$ cat config.mk
export PLATFORM = sky130hd
export DESIGN_NAME = dgr_ram
export DESIGN_NICKNAME = d
export VERILOG_FILES = /design/src/design/dgr_ram.sv
export SDC_FILE = /design/constraint.sdc
export NUM_CORES = 2
export LEC_CHECK = 0
export BUFFER_PORTS_ARGS = -buffer_cell sky130_fd_sc_hd__clkbuf_2
export CAP_MARGIN = 20
export CORE_ASPECT_RATIO = 0.6
export CORE_UTILIZATION = 29
export CTS_BUF_LIST = sky130_fd_sc_hd__clkbuf_8
export DETAILED_ROUTE_END_ITERATION = 10
export GPL_TIMING_DRIVEN = 0
export PLACE_DENSITY = 0.44
export SLEW_MARGIN = 20
export SYNTH_ARGS = -nofsm -noshare
export SYNTH_HDL_FRONTEND = slang
export SYNTH_SLANG_ARGS = --single-unit
$ cat constraint.sdc
create_clock -name clk -period 3.65 [get_ports clk]
set_clock_uncertainty 0.05 [all_clocks]
set_input_delay 1.095 -clock clk [delete_from_list [all_inputs] [get_ports clk]]
set_output_delay 1.095 -clock clk [all_outputs]
set_load 0.1 [all_outputs]
$ cat src/design/dgr_ram.sv
// ----------------------------------------------------------------------------
// dgr_ram: generic single port RAM
// One write or one read per cycle, registered read data.
// ----------------------------------------------------------------------------
module dgr_ram #(
	parameter int WIDTH = 8,
	parameter int DEPTH = 256
) (
	input  logic                     clk,
	input  logic                     we,
	input  logic [$clog2(DEPTH)-1:0] addr,
	input  logic [WIDTH-1:0]         wdata,
	output logic [WIDTH-1:0]         rdata
);
	logic [WIDTH-1:0] mem_q [DEPTH];

	always_ff @(posedge clk) begin
		if (we) begin
			mem_q[addr] <= wdata;
		end
		rdata <= mem_q[addr];
	end
endmodule

==> results.json <==
{
  "final.min_clock_period_ns": 3.87,
  "ys_warn_count": 0,
  "coreArea_mm2": 0.268,
  "fmax_mhz": 259,
  "p_total_w": 0.0465,
  "die_y_um": 405,
  "syn_avg_cell_area_um2": 22.1,
  "worstSetupStartpointType": "primary input",
  "h-tree-depth": 5,
  "power_density_mw_per_mm2": 510,
  "num_rows": 147,
  "clk_pin_slew_ns": 0.06,
  "finalHoldViolCount": 0,
  "clk_latency_ns": 0.97,
  "clk_path_buf_depth": 4,
  "required_ns": 4.32,
  "syn-instance-count": 3547,
  "nFillCells": 25100,
  "slew_viol_final": 0,
  "first_global_vias": 39900,
  "die-area_mm2": 0.273,
  "detail-route-antenna-nets": 0,
  "hp-class": "primary input to flop",
  "grt_overflow": 0,
  "crit_type": "primary input to flop",
  "start_util": 0.293,
  "synth_area_mm2": 0.0785,
  "status": "finished with violations",
  "postCtsSetupRepairBufs": 0,
  "worst_slack_ns": -0.218,
  "tightestPinTransition_ns": 1.21,
  "cp-end-kind": "flop",
  "cts_tree": "done",
  "synth_seq_cells": 2056,
  "cap_violations": 0,
  "routabilityCongestion": 0.894,
  "die_w_um": 674,
  "ir_drop_mv": 0.282,
  "yosysSeqAreaShare": 0.786,
  "first_pass_iters": 6,
  "fin_tns_setup_ns": -15.89,
  "drt_wl_total_um": 258000,
  "pin_count": 26,
  "maxSlewHeadroom": 0.191,
  "path_max_fanout": 10,
  "wire_per_inst_um": 33.4,
  "areaGrowthSynthToFinish_pct": 16.0,
  "dp_hpwl_um": 175000,
  "fin_nets": 3942,
  "holdBufCountCts": 0,
  "yosys.cell_types.count": 22,
  "cts-root-buf": "clkbuf_8",
  "fin_crit_sh": 1.06,
  "final_common_cell": "edfxtp_1",
  "violations": "setup timing",
  "final-seq-area_mm2": 0.0617,
  "grt_first_pass_wirelength_um": 349000,
  "dr.first_iter.drc_count": 5753,
  "cts_made_buffers": 309,
  "vias": 40500,
  "grt_max_degree": 105,
  "cts_sinks": 2056,
  "antenna_found_initial": 18,
  "arrival_ns": 4.54,
  "layout.cells.most_common_list": "edfxtp_1, mux4_2, clkbuf_8",
  "viasPerCell": 5.24,
  "setup_viol": 248,
  "io_buffers": 21,
  "remaining_drc_errors": 0,
  "leakagePower_nw": 27.2,
  "grt.total_usage": 0.187,
  "drive_above_1_share": 0.321,
  "multi_input_area_mm2": 0.0172,
  "rsz0062_at_grt": "true",
  "synth_fp_nets": 3565
}
critical path: stages:
cell      delay, ns
buf_2          0.19
clkbuf_4       0.45
clkbuf_2       0.43
mux4_2         0.39
a22oi_1        0.61
a21oi_1        0.41
o41ai_1        0.57
nand4_1        0.35
cells in the mapped netlist, drive strengths merged:
| library cell | count | area (um2) |
|---|---|---|
| clkbuf | 145 | 544 |
| nand3 | 13 | 65.1 |
| mux4 | 512 | 11500 |
| or3 | 1 | 6.26 |
| nand2 | 28 | 105 |
| dfxtp | 8 | 160 |
| nand2b | 6 | 37.5 |
| o41ai | 32 | 280 |
| nor2 | 232 | 871 |
| and2 | 3 | 18.8 |
| inv | 1 | 3.75 |
| nor3 | 30 | 150 |
| edfxtp | 2048 | 61500 |
| nand4 | 8 | 50.1 |
| nor2b | 7 | 43.8 |
| a21oi | 128 | 641 |
| a22oi | 256 | 1920 |
| buf | 87 | 552 |
| or2 | 2 | 12.5 |
cell type report:
class                   count  area share
repair buffers             67      0.0117
flip-flops and latches   2056       0.677
inverters                   1   0.0000412
plain buffers             231      0.0141
clock inverters           216      0.0106
diodes                      8    0.000220
multi-input cells        1258       0.189
well taps                3576      0.0491
clock buffers             318      0.0481
sequential cells by signal (all words and copies together), names as in the netlist:
register  flops
rdata         8
mem_q      2048
path summary, 6_finish.rpt:
check        cells after the start                     end  slack [ns]                     from
max                              8        rdata[7]$_DFF_P_       -0.22                  addr[1]
min                              1  mem_q[57][6]$_DFFE_PP_        0.37                 wdata[6]
max reg2reg                      5        rdata[7]$_DFF_P_        0.59  mem_q[242][7]$_DFFE_PP_
min reg2reg                      5        rdata[4]$_DFF_P_        1.02  mem_q[188][4]$_DFFE_PP_
through the flow:
stage	setup slack [ns]	std cells	hold slack (ns)	cell area, um2	util
floorplan	0.286	3547	0.769	78500	-
global placement	-4.42	7144	1.01	83100	0.310
detailed placement	-2.87	7190	0.995	84300	0.314
CTS	-0.0817	7723	0.279	90900	0.339
global route	-0.0253	7725	0.300	91100	0.339
finish	-0.218	7731	0.367	91100	0.339
power by group:
part | internal, W | switching [W] | leakage [nW] | total [W]
combinational | 0.000822 | 0.00204 | 5.62 | 0.00287
clock | 0.00823 | 0.00935 | 3.07 | 0.0176
sequential | 0.0260 | 0.0000240 | 18.5 | 0.0260
total | 0.0351 | 0.0114 | 27.2 | 0.0465
metal layers:
layer | vias up | part of all wire | wire [um] | track usage
met2 | 1955 | 0.38 | 97600 | 0.234
met5 | - | 0 | 0 | 0
met1 | 22300 | 0.50 | 128000 | 0.306
li1 | 15900 | - | - | -
met3 | 346 | 0.11 | 27300 | 0.0622
met4 | 0 | 0.019 | 4990 | 0.0364
logic make-up after synthesis:
kind of cell	Yosys count	synth area share
compound gates	416	0.0362
buf+inv	233	0.0140
mux	512	0.147
flops	2056	0.786
simple gates	330	0.0173
repair_timing:
item / CTS / global route
resized for setup: 356 / 49
pin swaps: 0 / 1
endpoints found under the setup margin: 1810 / 434
Power figures use the tool's default switching activity.
