==> config.mk <==
export PLATFORM = sky130hd
export DESIGN_NAME = dgr_div
export DESIGN_NICKNAME = d
export VERILOG_FILES = /design/src/design/dgr_pkg.sv /design/src/design/dgr_div.sv
export SDC_FILE = /design/constraint.sdc
export NUM_CORES = 1
export LEC_CHECK = 0
export ABC_AREA = 1
export BUFFER_PORTS_ARGS = -buffer_cell sky130_fd_sc_hd__buf_2
export CAP_MARGIN = 20
export CORE_AREA = 3 3 107 109
export DETAILED_ROUTE_END_ITERATION = 8
export DIE_AREA = 0 0 110 112
export PLACE_DENSITY_LB_ADDON = 0.05
export SLEW_MARGIN = 20
export SYNTH_ARGS = -nofsm -noshare
export SYNTH_HDL_FRONTEND = slang
export SYNTH_SLANG_ARGS = --single-unit
==> constraint.sdc <==
create_clock -name clk -period 5.3 [get_ports clk]
set_input_delay 1.325 -clock clk [delete_from_list [all_inputs] [get_ports clk]]
set_output_delay 1.325 -clock clk [all_outputs]
set_load 0.03 [all_outputs]
==> src/design/dgr_pkg.sv <==
// ----------------------------------------------------------------------------
// dgr_pkg: shared types and constants of the grid raycaster
// Fixed point widths, command codes and sequencer states.
// ----------------------------------------------------------------------------
package dgr_pkg;

	localparam int MAP_SIZE  = 32;
	localparam int FRAC_BITS = 16;
	localparam int MAP_BITS  = $clog2(MAP_SIZE);
	localparam int MAP_DEPTH = MAP_SIZE * MAP_SIZE;
	localparam int ADDR_BITS = 2 * MAP_BITS;
	localparam int DIST_BITS = 8 + FRAC_BITS;
	localparam logic [DIST_BITS-1:0] DIST_MAX = '1;
	localparam int CFG_BITS  = 11;

	localparam logic CMD_WRITE = 1'b0;
	localparam logic CMD_CAST  = 1'b1;

	localparam logic CFG_WIDTH  = 1'b0;
	localparam logic CFG_HEIGHT = 1'b1;

	// Divider jobs run on the shared unit.
	typedef enum logic [2:0] {
		DIV_CAM,
		DIV_DDX,
		DIV_DDY,
		DIV_DIST,
		DIV_LH
	} div_job_t;

	typedef enum logic [3:0] {
		ST_IDLE,
		ST_CLEAR,
		ST_CAM,
		ST_RAY,
		ST_DDX,
		ST_DDY,
		ST_SIDE,
		ST_STEP,
		ST_READ,
		ST_CHECK,
		ST_DIST,
		ST_LH,
		ST_WALL,
		ST_OUT
	} state_t;

	// Status toward the sequencer from the divider.
	typedef struct packed {
		logic busy;
		logic done;
	} div_stat_t;

endpackage

==> src/design/dgr_div.sv <==
// ----------------------------------------------------------------------------
// dgr_div: shared restoring divider
// Unsigned 48 by 24 bit quotient, one quotient bit per cycle.
// ----------------------------------------------------------------------------
module dgr_div (
	input  logic             clk,
	input  logic             arst_n,
	input  logic             start,
	input  logic [47:0]      num,
	input  logic [23:0]      den,
	output logic [47:0]      quo,
	output dgr_pkg::div_stat_t stat
);
	logic [47:0] quo_q;
	logic [23:0] rem_q;
	logic [23:0] den_q;
	logic [5:0]  cnt_q;
	logic        busy_q;
	logic        done_q;
	logic [24:0] trial;
	logic [24:0] shifted;

	assign shifted = {rem_q, quo_q[47]};
	assign trial   = shifted - {1'b0, den_q};

	always_ff @(posedge clk or negedge arst_n) begin
		if (!arst_n) begin
			busy_q <= 1'b0;
			done_q <= 1'b0;
			cnt_q  <= '0;
		end else begin
			done_q <= 1'b0;
			if (start) begin
				busy_q <= 1'b1;
				cnt_q  <= 6'd48;
			end else if (busy_q) begin
				cnt_q <= cnt_q - 6'd1;
				if (cnt_q == 6'd1) begin
					busy_q <= 1'b0;
					done_q <= 1'b1;
				end
			end
		end
	end

	always_ff @(posedge clk) begin
		if (start) begin
			quo_q <= num;
			rem_q <= '0;
			den_q <= den;
		end else if (busy_q) begin
			if (!trial[24]) begin
				rem_q <= trial[23:0];
				quo_q <= {quo_q[46:0], 1'b1};
			end else begin
				rem_q <= shifted[23:0];
				quo_q <= {quo_q[46:0], 1'b0};
			end
		end
	end

	assign quo       = quo_q;
	assign stat.busy = busy_q;
	assign stat.done = done_q;
endmodule

==> qor.yml, run 1 <==
outcome: "completed"
required_ns: 5.45
cap_violations: 0
rows: 38
synth-main-ff-cell: "edfxtp_1"
hold_viol_final: 0
rsz0062_at_grt: "false"
synth_top_cells_by_area: "edfxtp_1, nand2_1, inv_1"
grt_max_degree: 79
grt_overflow: 0
wl_met1_mm: 6.24
clock_latency_ns: 0.38
synth_most_common_cell: "nand2_1"
io_buffer_count: 124
ys_warn_count: 0
syn-num-nets: 964
yosysTopAreaCell: "edfxtp_1"
route.met3.wl_um: 857
chipWidth_um: 110
layout.nets: 1082
antennaDiodeCount: 0
post_cts_buffers: 0
dp_hpwl_mm: 10.0
cp.arrival_ns: 3.17
final_cells: 1125
tightest_slew_ns: 1.02
ys_seq_area_share_pct: 45.3
initial_core_util_pct: 58.7
firstDrtPassIters: 4
fin_hold_ws_ns: 0.475
die_y_um: 112
clock_skew_ns: 0.00880
fmaxAchievable_mhz: 331
fin_tns_setup_ns: 0
cts.sink_count: 104
cp-start-kind: "input port"
wire_per_inst_um: 12.3
vias: 5398
grt_pass1_wl_mm: 22.7
async_flop_share_pct: 7.69
holdPathStages: 2
worstReg2RegStart: "quo[47]"
grt_pass1_vias: 5041
r2r-end: "rem_q[11]"
routed_wirelength_mm: 13.8
synth-edff-count: 72
drive_gt1_share_pct: 18.5
met2RoutedLength_mm: 6.39
root_buffer: "clkbuf_8"
hold_path_class: "reg -> reg"
netlist_top_cells_count: "nand2_1, inv_1, edfxtp_1"
ios: 125
ant_nets: 0
fin_crit_ns: 3.02
hold_start: "rem_q[16]"
finalSetupViolations: 0
tritoncts: "yes"
avgSynthCellArea_um2: 7.28
worst-r2r-cell-count: 15
synth_area_um2: 6270
avgViaCountPerCell: 4.80
ys_types: 35
track_usage_pct: 23.3
slew_viol_final: 0
irDropWorstVdd_uv: 266
dr.first_iter.drc_count: 209
cts_htree_levels: 3
worstSetupPathType: "in -> reg"
r2r_slack_ns: 2.77
postCtsHoldBufs: 0
utilization_pct: 67.0
synth_top_area_share_pct: 34.5
path_clk_slew_ns: 0.11
syn_inst: 862
worst-path-max-fanout: 78
fin_crit_sh_pct: 57.1
placedCellCount: 1109
drc: 0
leakagePower_nw: 4.01
die_area_um2: 12300
cts_buffer_depth: 2
core_um2: 10700
cp-end-kind: "flop"
synth_seq_cells: 104
slew_headroom_pct: 31.9
post_cts_resized: 0
gp_congestion: 0.943
power.density_nw_per_um2: 386
cts_buffers: 9
topRoutingLayerUsed: "met4"
antenna_found_initial: 0
syn_to_final_growth_pct: 14.3
holdPathEnd: "rem_q[16]"
## metal layers
layer / vias to the layer above / GRT usage (%)
met5: - / 0
met1: 2373 / 31.0
met3: 29 / 6.61
met4: 0 / 7.48
met2: 127 / 36.7
li1: 2869 / -
## through the flow
step | setup WS [ns] | power (W) | area (um^2)
3_3_place_gp | 1.87 | 0.00224 | 6980
4_1_cts | 2.26 | 0.00278 | 7170
2_1_floorplan | 2.17 | 0.00203 | 6270
3_5_place_dp | 1.83 | 0.00226 | 6980
6_report | 2.28 | 0.00276 | 7170
5_1_grt | 2.06 | 0.00300 | 7170
## layout make-up
type / count / area (um^2)
clock buffers: 11 / 131
clock inverters: 5 / 62.6
fillers: 1042 / 3530
inverters: 153 / 574
multi-input cells: 584 / 2730
flip-flops and latches: 104 / 2840
well taps: 140 / 175
repair buffers: 128 / 651
## registers in the layout, indices dropped and copies added, names as in the netlist
name    cells
cnt_q       6
den_q      24
busy_q      1
rem_q      24
quo        48
done_q      1
## cells by family after synthesis
kind of cell             after synthesis  share of synthesized area, %
flip-flops                           104                          45.3
AND/OR/NAND/NOR                      515                          34.0
adder cells (fa/ha/maj)               27                          5.50
AO/OA/AOI/OAI                         32                          2.63
buffers and inverters                174                          11.1
XOR/XNOR                              10                          1.40
## placed cells by master (no fill, tap or decap), drive strengths merged
master,netlist,final
fa,1,1
dfxtp,24,24
bufinv,0,1
nand4,9,9
nor4,1,1
dfrtp,8,8
o22ai,1,1
nand3,43,43
or2,1,1
clkbuf,11,11
and2,1,1
o21ai,14,14
a21oi,17,17
buf,10,128
inv,153,156
xor2,4,4
edfxtp,72,72
ha,26,26
nor2,44,44
xnor2,6,6
nand3b,3,3
nand2,412,412
clkinv,0,1
nor3,1,1
## worst max-delay path, cell delays in order
cell and delay, ns:
buf_2 0.09, buf_4 0.63, inv_1 0.54, buf_4 0.38
nand2_1 0.10, nand2_1 0.05
## report_power, final
part	leakage, nW	total [W]	switching (W)	internal (W)
sequential	1.05	0.00107	0.0000792	0.000995
clock	0.0979	0.000519	0.000294	0.000225
combinational	2.86	0.00117	0.000765	0.000407
## worst max path at each step
stage,from,to,slack [ns],cells past startpoint
floorplan,start,quo[0],2.17,3
global placement,start,quo[47],1.87,6
detailed placement,start,quo[8],1.83,6
CTS,start,quo[46],2.26,6
global route,start,quo[8],2.06,6
finish,start,quo[46],2.28,6
Note: power is estimated with default switching activity, not from simulation.
==> run 2: changes to the inputs <==
--- a/config.mk
+++ b/config.mk
@@ -8,9 +8,9 @@
 export ABC_AREA = 1
 export BUFFER_PORTS_ARGS = -buffer_cell sky130_fd_sc_hd__buf_2
 export CAP_MARGIN = 20
-export CORE_AREA = 3 3 107 109
+export CORE_AREA = 3 3 110 112
 export DETAILED_ROUTE_END_ITERATION = 8
-export DIE_AREA = 0 0 110 112
+export DIE_AREA = 0 0 113 115
 export PLACE_DENSITY_LB_ADDON = 0.05
 export SLEW_MARGIN = 20
 export SYNTH_ARGS = -nofsm -noshare
==> constraint.sdc (replaced) <==
create_clock -name clk -period 2.9 [get_ports clk]
set_input_delay 0.725 -clock clk [delete_from_list [all_inputs] [get_ports clk]]
set_output_delay 0.725 -clock clk [all_outputs]
set_load 0.03 [all_outputs]
==> run 2 against run 1 <==
- sequential power increased by 83%
- critical path depth up 9
- flip-flop and latch count stayed put
- hold slack worse by 0.28 ns
- sequential share of layout area down 0.65 points
- first-iteration DRC count rose by 19%
- final area grew 1.7%
- critical path type is now reg -> reg
- highest routed layer is now met5
==> qor.yml, run 2 (synthesis gave the netlist of run 1 again) <==
outcome: "completed"
irDropWorstVdd_uv: 473
finalSetupViolations: 0
cts_htree_levels: 3
cp-start-kind: "flop"
antennaDiodeCount: 0
clock_latency_ns: 0.35
wire_per_inst_um: 12.2
worstSetupPathType: "reg -> reg"
post_cts_buffers: 0
fin_crit_ns: 2.48
post_cts_resized: 0
ios: 125
stdcell_area_um2: 7290
rsz0062_at_grt: "false"
core_um2: 11300
fin_tns_setup_ns: 0
layout_common_cells: "nand2_1, inv_1, buf_2"
syn_to_final_growth_pct: 16.2
grt_pass1_wl_mm: 23.0
vias: 5390
root_buffer: "clkbuf_16"
hold_viol_final: 0
ant_nets: 0
cp-end-kind: "flop"
tightest_slew_ns: 0.560
grt_overflow: 0
dp_hpwl_mm: 10.1
cts_buffer_depth: 2
required_ns: 3.15
slew_headroom_pct: 62.6
layout_commonest_cell: "nand2_1"
fmaxAchievable_mhz: 403
slew_viol_final: 0
grt_max_degree: 53
cts_buffers: 9
largest_reg_flops: 48
worst-path-max-fanout: 20
antenna_found_initial: 1
dr.first_iter.drc_count: 249
track_usage_pct: 21.8
cap_violations: 0
firstDrtPassIters: 5
die_area_um2: 13000
clock_skew_ns: 0.00832
leakagePower_nw: 4.07
hold_path_class: "in -> async"
avgViaCountPerCell: 4.77
placed_area_um2: 7010
grt_pass1_vias: 5184
postCtsHoldBufs: 0
tritoncts: "yes"
routed_wirelength_mm: 13.7
drive_gt1_share_pct: 18.8
fin_crit_sh_pct: 85.6
chipWidth_um: 113
die_y_um: 115
cts.sink_count: 104
cp.arrival_ns: 2.73
rows: 39
power.density_nw_per_um2: 726
path_clk_slew_ns: 0.07
io_buffer_count: 124
drc: 0
layout.nets: 1084
initial_core_util_pct: 55.4
gp_congestion: 0.924
-- run 2: report_power, final --
group / switching [W] / internal [W]
Sequential: 0.000142 / 0.00182
Clock: 0.000561 / 0.000615
Combinational: 0.00141 / 0.000744
Total: 0.00212 / 0.00318
-- run 2: cell type report --
type	count	area (um^2)
sequential	104	2840
fill	1064	4030
clock inverter	5	40.0
timing repair buffer	130	678
tap	143	179
inverter	153	574
clock buffer	11	243
multi-input combinational	584	2730
-- run 2: path summary, 6_finish.rpt --
check	startpoint	end	slack, ns	cells past startpoint
max	quo[47]	rem_q[10]	0.42	15
min	arst_n	cnt_q[2]	0.20	1
max reg2reg	quo[47]	rem_q[10]	0.42	15
min reg2reg	rem_q[10]	rem_q[10]	0.47	2
max in group asynchronous	arst_n	cnt_q[3]	2.53	1
min in group clk	rem_q[10]	rem_q[10]	0.47	2
-- run 2: metrics by stage --
stage | utilization (%) | setup WS, ns | total power, W | instances | hold WS [ns]
floorplan | - | 0.370 | 0.00371 | 862 | 0.429
global placement | 61.9 | 0.478 | 0.00412 | 1114 | 0.462
detailed placement | 61.9 | 0.429 | 0.00414 | 1114 | 0.466
CTS | 64.4 | 0.405 | 0.00533 | 1130 | 0.201
global route | 64.4 | 0.200 | 0.00573 | 1130 | 0.204
finish | 64.4 | 0.417 | 0.00529 | 1130 | 0.199
-- run 2: metal layers --
metal  global-route usage [%]  wire length (um)  up-vias
li1                         -                 -     2868
met1                     27.4              6260     2392
met2                     36.0              6390      102
met3                     7.00               773       26
met4                     7.21               297        2
met5                        0                18        -
-- run 2: worst max-delay path, stage by stage, from the launching register on --
cell      delay (ns)
edfxtp_1        0.35
inv_1           0.06
ha_1            0.22
fa_1            0.41
inv_1           0.09
nand2_1         0.05
nand2_1         0.06
nand3_1         0.12
nand2_2         0.13
nand2_2         0.08
nand3_2         0.10
nand2_2         0.09
nand2_2         0.35
o21ai_1         0.12
nand3_1         0.09
nand2_1         0.05
